<file path="src/sv/hcbd_pkg.sv">
// ----------------------------------------------------------------------------
// Chunked body decoder package
// Shared widths, codes and the beat type passed from front to back.
// ----------------------------------------------------------------------------
`default_nettype none

package hcbd_pkg;

   localparam int SIZE_DIGITS_DEFAULT = 8;
   localparam int BYTE_W              = 8;
   localparam int KIND_W              = 2;
   localparam int COUNT_W             = 32;
   localparam int QUEUE_DEPTH         = 2;

   // Result kinds.
   localparam logic [KIND_W-1:0] KIND_DATA  = 2'd0;
   localparam logic [KIND_W-1:0] KIND_END   = 2'd1;
   localparam logic [KIND_W-1:0] KIND_ERROR = 2'd2;

   // Character codes used by the classifier.
   localparam logic [BYTE_W-1:0] LF_CODE       = 8'd10;
   localparam logic [BYTE_W-1:0] DIGIT_OFFSET  = 8'd48;
   localparam logic [BYTE_W-1:0] UPPER_OFFSET  = 8'd55;
   localparam logic [BYTE_W-1:0] LOWER_OFFSET  = 8'd87;

   // One classified input beat.
   typedef struct packed {
      logic [BYTE_W-1:0] raw_byte;
      logic              is_hex;
      logic [3:0]        hex_val;
      logic              is_lf;
   } beat_type;

endpackage

`default_nettype wire

</file>
<file path="src/sv/hcbd_front.sv">
// ----------------------------------------------------------------------------
// Chunked body decoder front end
// Accepts raw bytes and classifies them as hex digit, line feed or other.
// ----------------------------------------------------------------------------
`default_nettype none

module hcbd_front (
   input  wire logic                        req_valid,
   output logic                             req_stall,
   input  wire logic [hcbd_pkg::BYTE_W-1:0] req_raw_byte,
   input  wire logic                        queue_full,
   output logic                             push_valid,
   output hcbd_pkg::beat_type               push_beat
);
   import hcbd_pkg::*;

   logic [BYTE_W-1:0] digit_diff;
   logic [BYTE_W-1:0] upper_diff;
   logic [BYTE_W-1:0] lower_diff;

   // Offsets of the byte from each digit range base.
   assign digit_diff = req_raw_byte - DIGIT_OFFSET;
   assign upper_diff = req_raw_byte - UPPER_OFFSET;
   assign lower_diff = req_raw_byte - LOWER_OFFSET;

   // Classify the byte into the beat that goes into the queue.
   always_comb begin
      push_beat.raw_byte = req_raw_byte;
      push_beat.is_lf    = (req_raw_byte == LF_CODE);
      push_beat.is_hex   = 1'b1;
      push_beat.hex_val  = 4'd0;
      priority if (req_raw_byte >= 8'd48 && req_raw_byte <= 8'd57) begin
         push_beat.hex_val = digit_diff[3:0];
      end else if (req_raw_byte >= 8'd65 && req_raw_byte <= 8'd70) begin
         push_beat.hex_val = upper_diff[3:0];
      end else if (req_raw_byte >= 8'd97 && req_raw_byte <= 8'd102) begin
         push_beat.hex_val = lower_diff[3:0];
      end else begin
         push_beat.is_hex = 1'b0;
      end
   end

   // A beat is taken whenever the queue has room.
   assign req_stall  = queue_full;
   assign push_valid = req_valid && !queue_full;

endmodule

`default_nettype wire

</file>
<file path="src/sv/hcbd_queue.sv">
// ----------------------------------------------------------------------------
// Chunked body decoder beat queue
// Short FIFO of classified beats between the front end and the back end.
// ----------------------------------------------------------------------------
`default_nettype none

module hcbd_queue (
   input  wire logic               clock,
   input  wire logic               reset,
   input  wire logic               push_valid,
   input  wire hcbd_pkg::beat_type push_beat,
   output logic                    queue_full,
   output logic                    pop_valid,
   input  wire logic               pop_take,
   output hcbd_pkg::beat_type      pop_beat
);
   import hcbd_pkg::*;

   localparam int PTR_W = (QUEUE_DEPTH > 1) ? $clog2(QUEUE_DEPTH) : 1;
   localparam int CNT_W = $clog2(QUEUE_DEPTH + 1);

   beat_type           entries_ff [QUEUE_DEPTH];
   logic [PTR_W-1:0]   wr_ptr_ff, wr_ptr_in;
   logic [PTR_W-1:0]   rd_ptr_ff, rd_ptr_in;
   logic [CNT_W-1:0]   count_ff, count_in;
   logic               do_pop;

   assign queue_full = (count_ff == CNT_W'(QUEUE_DEPTH));
   assign pop_valid  = (count_ff != '0);
   assign pop_beat   = entries_ff[rd_ptr_ff];
   assign do_pop     = pop_take && pop_valid;

   // Pointer and fill count updates, wrapping at the queue depth.
   always_comb begin
      wr_ptr_in = wr_ptr_ff;
      rd_ptr_in = rd_ptr_ff;
      count_in  = count_ff;
      if (push_valid) begin
         wr_ptr_in = (wr_ptr_ff == PTR_W'(QUEUE_DEPTH - 1)) ? '0 : wr_ptr_ff + 1'b1;
      end
      if (do_pop) begin
         rd_ptr_in = (rd_ptr_ff == PTR_W'(QUEUE_DEPTH - 1)) ? '0 : rd_ptr_ff + 1'b1;
      end
      if (push_valid && !do_pop) begin
         count_in = count_ff + 1'b1;
      end else if (!push_valid && do_pop) begin
         count_in = count_ff - 1'b1;
      end
   end

   always_ff @(posedge clock) begin
      if (reset) begin
         wr_ptr_ff <= '0;
         rd_ptr_ff <= '0;
         count_ff  <= '0;
      end else begin
         wr_ptr_ff <= wr_ptr_in;
         rd_ptr_ff <= rd_ptr_in;
         count_ff  <= count_in;
      end
   end

   // Entry storage needs no reset.
   always_ff @(posedge clock) begin
      if (push_valid) begin
         entries_ff[wr_ptr_ff] <= push_beat;
      end
   end

endmodule

`default_nettype wire

</file>
<file path="src/sv/hcbd_back.sv">
// ----------------------------------------------------------------------------
// Chunked body decoder back end
// Runs the chunk framing state machine and holds the result register.
// ----------------------------------------------------------------------------
`default_nettype none

module hcbd_back #(
   parameter int SIZE_DIGITS = hcbd_pkg::SIZE_DIGITS_DEFAULT
) (
   input  wire logic                        clock,
   input  wire logic                        reset,
   input  wire logic                        csr_wr_en,
   input  wire logic                        csr_wr_data,
   input  wire logic                        pop_valid,
   output logic                             pop_take,
   input  wire hcbd_pkg::beat_type          pop_beat,
   output logic                             rsp_valid,
   input  wire logic                        rsp_stall,
   output logic [hcbd_pkg::BYTE_W-1:0]      rsp_payload_byte,
   output logic [hcbd_pkg::KIND_W-1:0]      rsp_result_kind
);
   import hcbd_pkg::*;

   localparam int DIGIT_W = (SIZE_DIGITS > 1) ? $clog2(SIZE_DIGITS) : 1;

   typedef enum logic [6:0] {
      PH_FIRST    = 7'b0000001,
      PH_DIGITS   = 7'b0000010,
      PH_SKIPLINE = 7'b0000100,
      PH_DATA     = 7'b0001000,
      PH_TRAILER  = 7'b0010000,
      PH_FINAL    = 7'b0100000,
      PH_HALT     = 7'b1000000
   } phase_type;

   phase_type           phase_ff, phase_in;
   logic [COUNT_W-1:0]  remaining_ff, remaining_in;
   logic [DIGIT_W-1:0]  digit_ff, digit_in;
   logic [1:0]          discard_ff, discard_in;
   logic                mode_ff, mode_in;
   logic                out_valid_ff, out_valid_in;
   logic [BYTE_W-1:0]   out_byte_ff, out_byte_in;
   logic [KIND_W-1:0]   out_kind_ff, out_kind_in;
   logic                out_free;
   logic                emit;
   logic [BYTE_W-1:0]   emit_byte;
   logic [KIND_W-1:0]   emit_kind;

   // A beat moves on when the result register is empty or being drained.
   assign out_free = !out_valid_ff || !rsp_stall;
   assign pop_take = pop_valid && out_free;

   // Framing state machine for one popped beat.
   always_comb begin
      phase_in     = phase_ff;
      remaining_in = remaining_ff;
      digit_in     = digit_ff;
      discard_in   = discard_ff;
      mode_in      = mode_ff;
      emit         = 1'b0;
      emit_byte    = '0;
      emit_kind    = KIND_DATA;

      if (csr_wr_en) begin
         // A mode write restarts the decoder.
         mode_in      = csr_wr_data;
         phase_in     = PH_FIRST;
         remaining_in = '0;
         digit_in     = '0;
         discard_in   = '0;
      end else if (pop_take) begin
         if (!mode_ff) begin
            emit      = 1'b1;
            emit_byte = pop_beat.raw_byte;
         end else begin
            unique case (phase_ff)
               PH_FIRST: begin
                  if (!pop_beat.is_hex) begin
                     phase_in  = PH_HALT;
                     emit      = 1'b1;
                     emit_kind = KIND_ERROR;
                  end else begin
                     remaining_in = COUNT_W'(pop_beat.hex_val);
                     digit_in     = '0;
                     phase_in     = PH_DIGITS;
                  end
               end
               PH_DIGITS: begin
                  if (pop_beat.is_hex) begin
                     if (digit_ff == DIGIT_W'(SIZE_DIGITS - 1)) begin
                        phase_in  = PH_HALT;
                        emit      = 1'b1;
                        emit_kind = KIND_ERROR;
                     end else begin
                        digit_in     = digit_ff + 1'b1;
                        remaining_in = {remaining_ff[COUNT_W-5:0], pop_beat.hex_val};
                     end
                  end else if (pop_beat.is_lf) begin
                     discard_in = 2'd2;
                     phase_in   = (remaining_ff == '0) ? PH_FINAL : PH_DATA;
                  end else begin
                     phase_in = PH_SKIPLINE;
                  end
               end
               PH_SKIPLINE: begin
                  if (pop_beat.is_lf) begin
                     discard_in = 2'd2;
                     phase_in   = (remaining_ff == '0) ? PH_FINAL : PH_DATA;
                  end
               end
               PH_DATA: begin
                  remaining_in = remaining_ff - 1'b1;
                  emit         = 1'b1;
                  emit_byte    = pop_beat.raw_byte;
                  if (remaining_ff == COUNT_W'(1)) begin
                     discard_in = 2'd2;
                     phase_in   = PH_TRAILER;
                  end
               end
               PH_TRAILER, PH_FINAL: begin
                  if (discard_ff > 2'd1) begin
                     discard_in = discard_ff - 1'b1;
                  end else begin
                     phase_in     = PH_FIRST;
                     remaining_in = '0;
                     digit_in     = '0;
                     discard_in   = '0;
                     if (phase_ff == PH_FINAL) begin
                        emit      = 1'b1;
                        emit_kind = KIND_END;
                     end
                  end
               end
               PH_HALT: begin
                  phase_in = PH_HALT;
               end
               default: begin
                  phase_in = PH_FIRST;
               end
            endcase
         end
      end
   end

   // Result register: load on an emitted result, clear once drained.
   always_comb begin
      out_valid_in = out_valid_ff;
      out_byte_in  = out_byte_ff;
      out_kind_in  = out_kind_ff;
      if (emit) begin
         out_valid_in = 1'b1;
         out_byte_in  = emit_byte;
         out_kind_in  = emit_kind;
      end else if (!rsp_stall) begin
         out_valid_in = 1'b0;
      end
   end

   always_ff @(posedge clock) begin
      if (reset) begin
         phase_ff     <= PH_FIRST;
         remaining_ff <= '0;
         digit_ff     <= '0;
         discard_ff   <= '0;
         mode_ff      <= 1'b1;
         out_valid_ff <= 1'b0;
      end else begin
         phase_ff     <= phase_in;
         remaining_ff <= remaining_in;
         digit_ff     <= digit_in;
         discard_ff   <= discard_in;
         mode_ff      <= mode_in;
         out_valid_ff <= out_valid_in;
      end
   end

   always_ff @(posedge clock) begin
      out_byte_ff <= out_byte_in;
      out_kind_ff <= out_kind_in;
   end

   assign rsp_valid        = out_valid_ff;
   assign rsp_payload_byte = out_byte_ff;
   assign rsp_result_kind  = out_kind_ff;

endmodule

`default_nettype wire

</file>
<file path="src/sv/http_chunked_body_decoder.sv">
// A beat taken into an empty queue passes through its queue entry and then
// the result register before its result shows. Throughput: one beat per cycle;
// the back end handles one queued beat each cycle while the result register drains.
// Input stalls only when the two-entry beat queue is full.
// Reset: synchronous, clears the queue and result valid, sets mode to
// chunked and the framing state to expect a size digit.
// ----------------------------------------------------------------------------
// HTTP chunked body decoder
// Front end classifies bytes, a beat queue decouples it from the framing
// back end, which emits payload, end and error results.
// ----------------------------------------------------------------------------
`default_nettype none

module http_chunked_body_decoder #(
   parameter int SIZE_DIGITS = hcbd_pkg::SIZE_DIGITS_DEFAULT
) (
   input  wire logic                        clock,
   input  wire logic                        reset,
   input  wire logic                        req_valid,
   output logic                             req_stall,
   input  wire logic [hcbd_pkg::BYTE_W-1:0] req_raw_byte,
   output logic                             rsp_valid,
   input  wire logic                        rsp_stall,
   output logic [hcbd_pkg::BYTE_W-1:0]      rsp_payload_byte,
   output logic [hcbd_pkg::KIND_W-1:0]      rsp_result_kind,
   input  wire logic                        csr_wr_en,
   input  wire logic                        csr_wr_data
);
   import hcbd_pkg::*;

   logic     queue_full;
   logic     push_valid;
   beat_type push_beat;
   logic     pop_valid;
   logic     pop_take;
   beat_type pop_beat;

   // Byte classification.
   hcbd_front u_front (
      .req_valid    (req_valid),
      .req_stall    (req_stall),
      .req_raw_byte (req_raw_byte),
      .queue_full   (queue_full),
      .push_valid   (push_valid),
      .push_beat    (push_beat)
   );

   // Beat queue.
   hcbd_queue u_queue (
      .clock      (clock),
      .reset      (reset),
      .push_valid (push_valid),
      .push_beat  (push_beat),
      .queue_full (queue_full),
      .pop_valid  (pop_valid),
      .pop_take   (pop_take),
      .pop_beat   (pop_beat)
   );

   // Framing state machine and result register.
   hcbd_back #(
      .SIZE_DIGITS (SIZE_DIGITS)
   ) u_back (
      .clock            (clock),
      .reset            (reset),
      .csr_wr_en        (csr_wr_en),
      .csr_wr_data      (csr_wr_data),
      .pop_valid        (pop_valid),
      .pop_take         (pop_take),
      .pop_beat         (pop_beat),
      .rsp_valid        (rsp_valid),
      .rsp_stall        (rsp_stall),
      .rsp_payload_byte (rsp_payload_byte),
      .rsp_result_kind  (rsp_result_kind)
   );

endmodule

`default_nettype wire

</file>
<file path="config.mk">
export PLATFORM = sky130hd
export DESIGN_NAME = http_chunked_body_decoder
export DESIGN_NICKNAME = d
export VERILOG_FILES = /design/src/sv/hcbd_pkg.sv /design/src/sv/hcbd_front.sv /design/src/sv/hcbd_queue.sv /design/src/sv/hcbd_back.sv /design/src/sv/http_chunked_body_decoder.sv
export SDC_FILE = /design/constraint.sdc
export NUM_CORES = 1
export LEC_CHECK = 0
export BUFFER_PORTS_ARGS = -buffer_cell sky130_fd_sc_hd__buf_2
export CAP_MARGIN = 15
export CORE_ASPECT_RATIO = 1.4
export CORE_MARGIN = 3
export CORE_UTILIZATION = 60
export DETAILED_ROUTE_END_ITERATION = 10
export PLACE_DENSITY = 0.79
export SYNTH_ARGS = -nofsm -noshare
export SYNTH_HDL_FRONTEND = slang
export SYNTH_SLANG_ARGS = --single-unit
export TNS_END_PERCENT = 1
</file>
<file path="constraint.sdc">
create_clock -name clock -period 2.6 [get_ports clock]
set_input_delay 0.13 -clock clock [delete_from_list [all_inputs] [get_ports clock]]
set_output_delay 0.13 -clock clock [all_outputs]
set_load 0.05 [all_outputs]
</file>
* After elaboration in Yosys (flattened, before gate mapping)
Memories as Yosys holds them, arrays and structs flattened. A register that Yosys moved wholly into a read port is not among the register bits.
Cells that the tools add are included.
Widths: inputs -> output; s select.
** Storage, ports and cells
- Flip-flop bits (word level) :: 60
- Bits in writable memories :: 28
- Bits of input ports :: 14
- Output and inout bits :: 12
- Word-level logic and storage cells :: 136
- Memories :: 1
** Memories
- u_queue.entries_ff :: depth 2, bits a word 14, read ports 1, clocked after Yosys merged registers in 1, wr ports 1, RTL line hcbd_queue.sv:22 : beat_type entries_ff [QUEUE_DEPTH];
** Operators by class
- Add/sub/neg operators :: 10
- Order comparisons :: 7
- Equal/unequal tests :: 20
- Multiplexer cells :: 57
- Bitwise gates (word level) :: 2
- Reduce and logical (&&, ||, !) cells :: 28
** Operators with widths (number)
- $mux 32 :: 4
- $pmux 32 s4 :: 1
- $mux 7 :: 7
- $pmux 7 s6 :: 1
- $eq 32x1->1 const B :: 1
- $logic_not 32->1 :: 1
- $sub 32x1->32 const B :: 1
- $mux 1 :: 20
- $mux 2 :: 10
- $ge 8x7->1 const B :: 2
- $le 8x7->1 const B :: 2
- $mux 8 :: 2
- $reduce_and 7->1 :: 2
- $mux 3 :: 4
- $mux 4 :: 3
- $pmux 3 s3 :: 1
- $eq 8x4->1 const B :: 1
- $ge 8x6->1 const B :: 1
- $le 8x6->1 const B :: 1
- $logic_and 1x1->1 :: 8
- $ne 2x1->1 const B :: 4
- $ne 2x2->1 const B :: 4
- $pmux 2 s4 :: 1
- $reduce_bool 4->1 :: 2
- 29 further kinds :: 40

* Logic depth before layout (Yosys ltp)
- Word-level depth :: 8
- Gate-level depth with buffers :: 10
- Gate-level depth less buffers :: 8

* Modules after synthesis
A second synthesis with hierarchy kept.
** Second synthesis, totals
- Cells, all modules :: 517
- Area, all modules :: 5011.1 um2
** By module, submodules not included
- hcbd_back :: instances 1, cells each 414, area an instance 3477.1 um2, sequential area each 1221.2 um2
- hcbd_queue :: instances 1, cells each 65, area an instance 1217.4 um2, sequential area each 940.9 um2
- hcbd_front :: instances 1, cells each 38, area an instance 316.6 um2, sequential area each 0.0 um2

* Worst setup path before layout
No wires, ideal clock.
- Path type :: register to register
- Start :: register u_back.remaining_ff[26]
- End :: register u_back.phase_ff[0]
- Setup time :: 0.122 ns
- Arrival :: 2.052 ns
- Required time :: 2.478 ns
- Setup slack :: 0.426 ns
- Stages on the path, launching flop included :: 7
- Path buffers :: 1
- Period minus slack after synthesis :: 2.174 ns
- Path through :: dfxtp_1 > or4_4 > or3_4 > nor4_4 > o21ai_1 > buf_4 > a221o_1
** Between the ends
- Cells in the longest elaborated chain, start to end :: 3
** RTL lines
- start: declaration :: RTL line hcbd_back.sv:37 : logic [COUNT_W-1:0] remaining_ff, remaining_in;
- start signal: assignment :: RTL line hcbd_back.sv:169 : remaining_ff <= remaining_in;
- $eq 32x1->1 :: RTL line hcbd_back.sv:115 : if (remaining_ff == COUNT_W'(1)) begin
- $ne 2x1->1 (no line)
- $reduce_and 6->1 (no line)
- end signal: assignment :: RTL line hcbd_back.sv:168 : phase_ff <= phase_in;
- end: declaration :: RTL line hcbd_back.sv:36 : phase_type phase_ff, phase_in;
No other way between the ends.
A chain may end at the register's enable or synchronous reset.

* Worst setup path after layout
- Start :: register u_back.phase_ff[0]
- End :: register u_back.remaining_ff[19]
** Between the ends
- Cells in the longest elaborated chain, start to end :: 4
- Elaborated cells on any way between the ends :: 13
- Those cells by class :: eq/ne (9); mux (1); reduce/logical (3)
** RTL lines
- $eq 7x5->1 or $eq 7x6->1 (tied branches) :: RTL line hcbd_back.sv:76 : unique case (phase_ff)
- $reduce_or 2->1 :: RTL line hcbd_back.sv:76
- $reduce_bool 4->1 (no line) or $ne 2x2->1 (tied branches)
- $reduce_and 7->1 (no line)
Several ways; a longest one is shown, not always the timed one.

==> flow_summary.json <==
{
  "grt_pass1_vias": 3883,
  "final_core_util_pct": 69.4,
  "ys_async_sr_fraction_pct": 0,
  "synth_area_per_cell_um2": 9.35,
  "synth_edf_count": 38,
  "die_y_um": 111,
  "fmax_mhz": 404,
  "ir_drop_uv": 662,
  "syn_nets": 531,
  "postSynthCellCount": 508,
  "period_minus_slack_ns": 2.47,
  "drcViolationCount": 0,
  "grt_max_degree": 26,
  "fin_nets": 566,
  "clock-sinks": 89,
  "netlist_area_um2": 4750,
  "setup-violations-final": 0,
  "tritoncts": "done",
  "tns_ns": 0,
  "leakagePower_uw": 0.00191,
  "initial_core_util_pct": 63.0,
  "fin_crit_sh_pct": 95.1,
  "hold_slack_ns": 0.0144,
  "critPathTopFamily": "simple AND/OR/NAND/NOR gates",
  "diodes": 0,
  "die_area_um2": 9040,
  "path_max_fanout": 22,
  "final.setup_skew_ns": 0.0114,
  "yosysSeqAreaShare_pct": 45.5,
  "synth-seq-cells": 89,
  "cts_max_path_buffers": 2,
  "cts.clk_slew.worst_paths_ns": 0.10,
  "worstSetupStartpointType": "flop",
  "firstDrtPassIters": 5,
  "end_kind": "flop",
  "pin_count": 26,
  "htreeDepth": 3,
  "place_congestion": 0.982,
  "crit_arrival_ns": 2.73,
  "gr-total-overflow": 0,
  "drtIter0Drc": 291,
  "hold_path.class": "in -> reg",
  "worst_pin_slew_ns": 0.877,
  "track_usage_pct": 25.0,
  "dp_hpwl_um": 7720,
  "port_buffers": 25,
  "drtAntennaViolNets": 0,
  "cap_viol_max_count": 0,
  "cts-root-buf": "clkbuf_8",
  "final_max_slew_viol_count": 0,
  "drive_gt1_share_pct": 15.9,
  "path_class": "reg -> reg",
  "dp_cells": 626,
  "ys.warnings.count": 0,
  "run_status": "finished clean",
  "cts_setup_buffers": 0,
  "numCtsBuffers": 9,
  "final_hold_viol_count": 0,
  "grt_pass1_wl_um": 17900,
  "viasPerCell": 6.27,
  "instances_no_fill": 645,
  "power_density_nw_per_um2": 739,
  "slowest_stage": "or4_1",
  "synthToLayoutAreaGrowth_pct": 10.2,
  "wl_per_cell_um": 16.3,
  "synthFlopType": "dfxtp_1",
  "rows": 37,
  "core_area_um2": 7550,
  "num_vias": 4043,
  "grt_antenna_before_repair": 0,
  "required_ns": 2.86,
  "wl_um": 10500,
  "chipWidth_um": 81.2,
  "slew_headroom_pct": 41.5,
  "rsz0062_at_grt": "no",
  "synth_cell_types": 68,
  "worst-path-buf-inv": 1,
  "max_stage_delay_ns": 0.67,
  "worstSkewPairLatency_ns": 0.36,
  "path_cells": "or4_1 -> nor4b_4 -> nor2_1 -> a31oi_1 -> buf_4 -> o21ai_0 -> o311ai_1"
}
layer usage:
layer	wire, µm	global-route usage, %	vias up
met5	0	0	-
met4	329	11.7	0
met3	513	3.74	30
met2	5520	43.2	157
met1	4130	29.6	1895
li1	-	-	1961
kinds of logic (layout without fill, tap and decap cells):
group | after synthesis | count (layout) | share of synthesized area (%)
flip-flops | 89 | 89 | 45.5
XOR/XNOR | 14 | 14 | 2.58
AND/OR/NAND/NOR | 204 | 204 | 23.1
multiplexers | 17 | 17 | 3.90
buffers and inverters | 44 | 84 | 4.87
AO/OA/AOI/OAI | 131 | 131 | 17.7
adder cells (fa/ha/maj) | 9 | 9 | 2.37
cell usage after synthesis, types with 6 or more instances:
| cell | instances | area (µm²) |
|---|---|---|
| dfxtp_1 | 51 | 1020 |
| clkbuf_1 | 14 | 52.6 |
| o21ai_1 | 11 | 55.1 |
| inv_1 | 14 | 52.6 |
| buf_2 | 8 | 40.0 |
| xnor2_1 | 6 | 52.6 |
| a32o_1 | 6 | 60.1 |
| a22oi_1 | 10 | 75.1 |
| nand2_1 | 34 | 128 |
| nand2b_1 | 7 | 43.8 |
| nor2_1 | 60 | 225 |
| nor3_1 | 22 | 110 |
| xor2_1 | 8 | 70.1 |
| a21oi_1 | 26 | 130 |
| mux2i_1 | 14 | 140 |
| ha_1 | 9 | 113 |
| o21ai_0 | 39 | 195 |
| nor4_1 | 13 | 81.3 |
| a32oi_1 | 9 | 78.8 |
| nand3_1 | 15 | 75.1 |
| nand4_1 | 6 | 37.5 |
| edfxtp_1 | 38 | 1140 |
per-stage QoR:
step                      setup slack (ns)  instance area (µm²)  power (µW)
after floorplan                      0.426                 4750        2670
after global placement               0.193                 5010        2950
after detailed placement            0.0928                 5010        2990
after CTS                           0.0752                 5230        3870
after global routing               0.00903                 5240        4090
final                                0.128                 5240        3870
worst register-to-register path, delay by kind of cell (launching register included):
kind	cells	cell delay (ns)
flip-flops	1	0.42
AO/OA/AOI/OAI	3	0.44
buffers and inverters	1	0.27
AND/OR/NAND/NOR	3	1.23
what timing repair did:
item                                    CTS  global route
endpoints found under the hold margin     5             0
resized for setup                         0             1
hold buffers                              3             0
endpoints found under the setup margin    0            24
path summary, 6_finish.rpt:
kind	endpoint	slack [ns]	cells past startpoint	startpoint
max reg2reg	u_back.remaining_ff[19]	0.13	7	u_back.phase_ff[0]
min	u_queue.entries_ff[1][10]	0.01	1	req_raw_byte[4]
min reg2reg	u_back.digit_ff[2]	0.48	2	u_back.digit_ff[2]
max	u_back.remaining_ff[19]	0.13	7	u_back.phase_ff[0]
layout make-up:
cell class              count  area, µm²
well taps                  97        121
multi-input cells         375       2370
repair buffers             54        350
clock buffers               9        124
inverters                  14       52.6
clock inverters             7       60.1
flip-flops and latches     89       2160
fillers                   574       2310
layout by cell type (no fill, tap or decap), types with 4 or more instances in the layout:
master,instances
a22oi_1,10
edfxtp_1,38
a21oi_1,26
nor2_1,60
mux2i_1,14
dfxtp_1,51
a21o_1,4
clkbuf_8,9
inv_1,14
and3_1,5
buf_4,26
a32oi_1,9
ha_1,9
xor2_1,8
or3_1,4
nand2_1,34
nor2b_1,5
o21ai_0,39
nor3_1,22
nand2b_1,7
o211ai_1,4
nand4_1,6
nor4_1,13
buf_2,25
o21ai_1,11
nand3_1,15
a32o_1,6
xnor2_1,6
flip-flops by register name, summed over array words and instances (netlist names), 2 cells and up, named ones only:
signal and count:
u_back.digit_ff 3, u_back.rsp_payload_byte 8, u_back.discard_ff 2, u_queue.count_ff 2, u_back.remaining_ff 32, u_back.phase_ff 7, u_back.rsp_result_kind 2, u_queue.entries_ff 28
where the power goes:
part	switching, µW	total (µW)	internal (µW)	leakage, µW
combinational	798	1270	476	0.00105
sequential	82.5	1700	1620	0.000772
clock	529	891	362	0.0000844
total	1410	3870	2460	0.00191
Note: power is estimated with default switching activity, not from simulation.
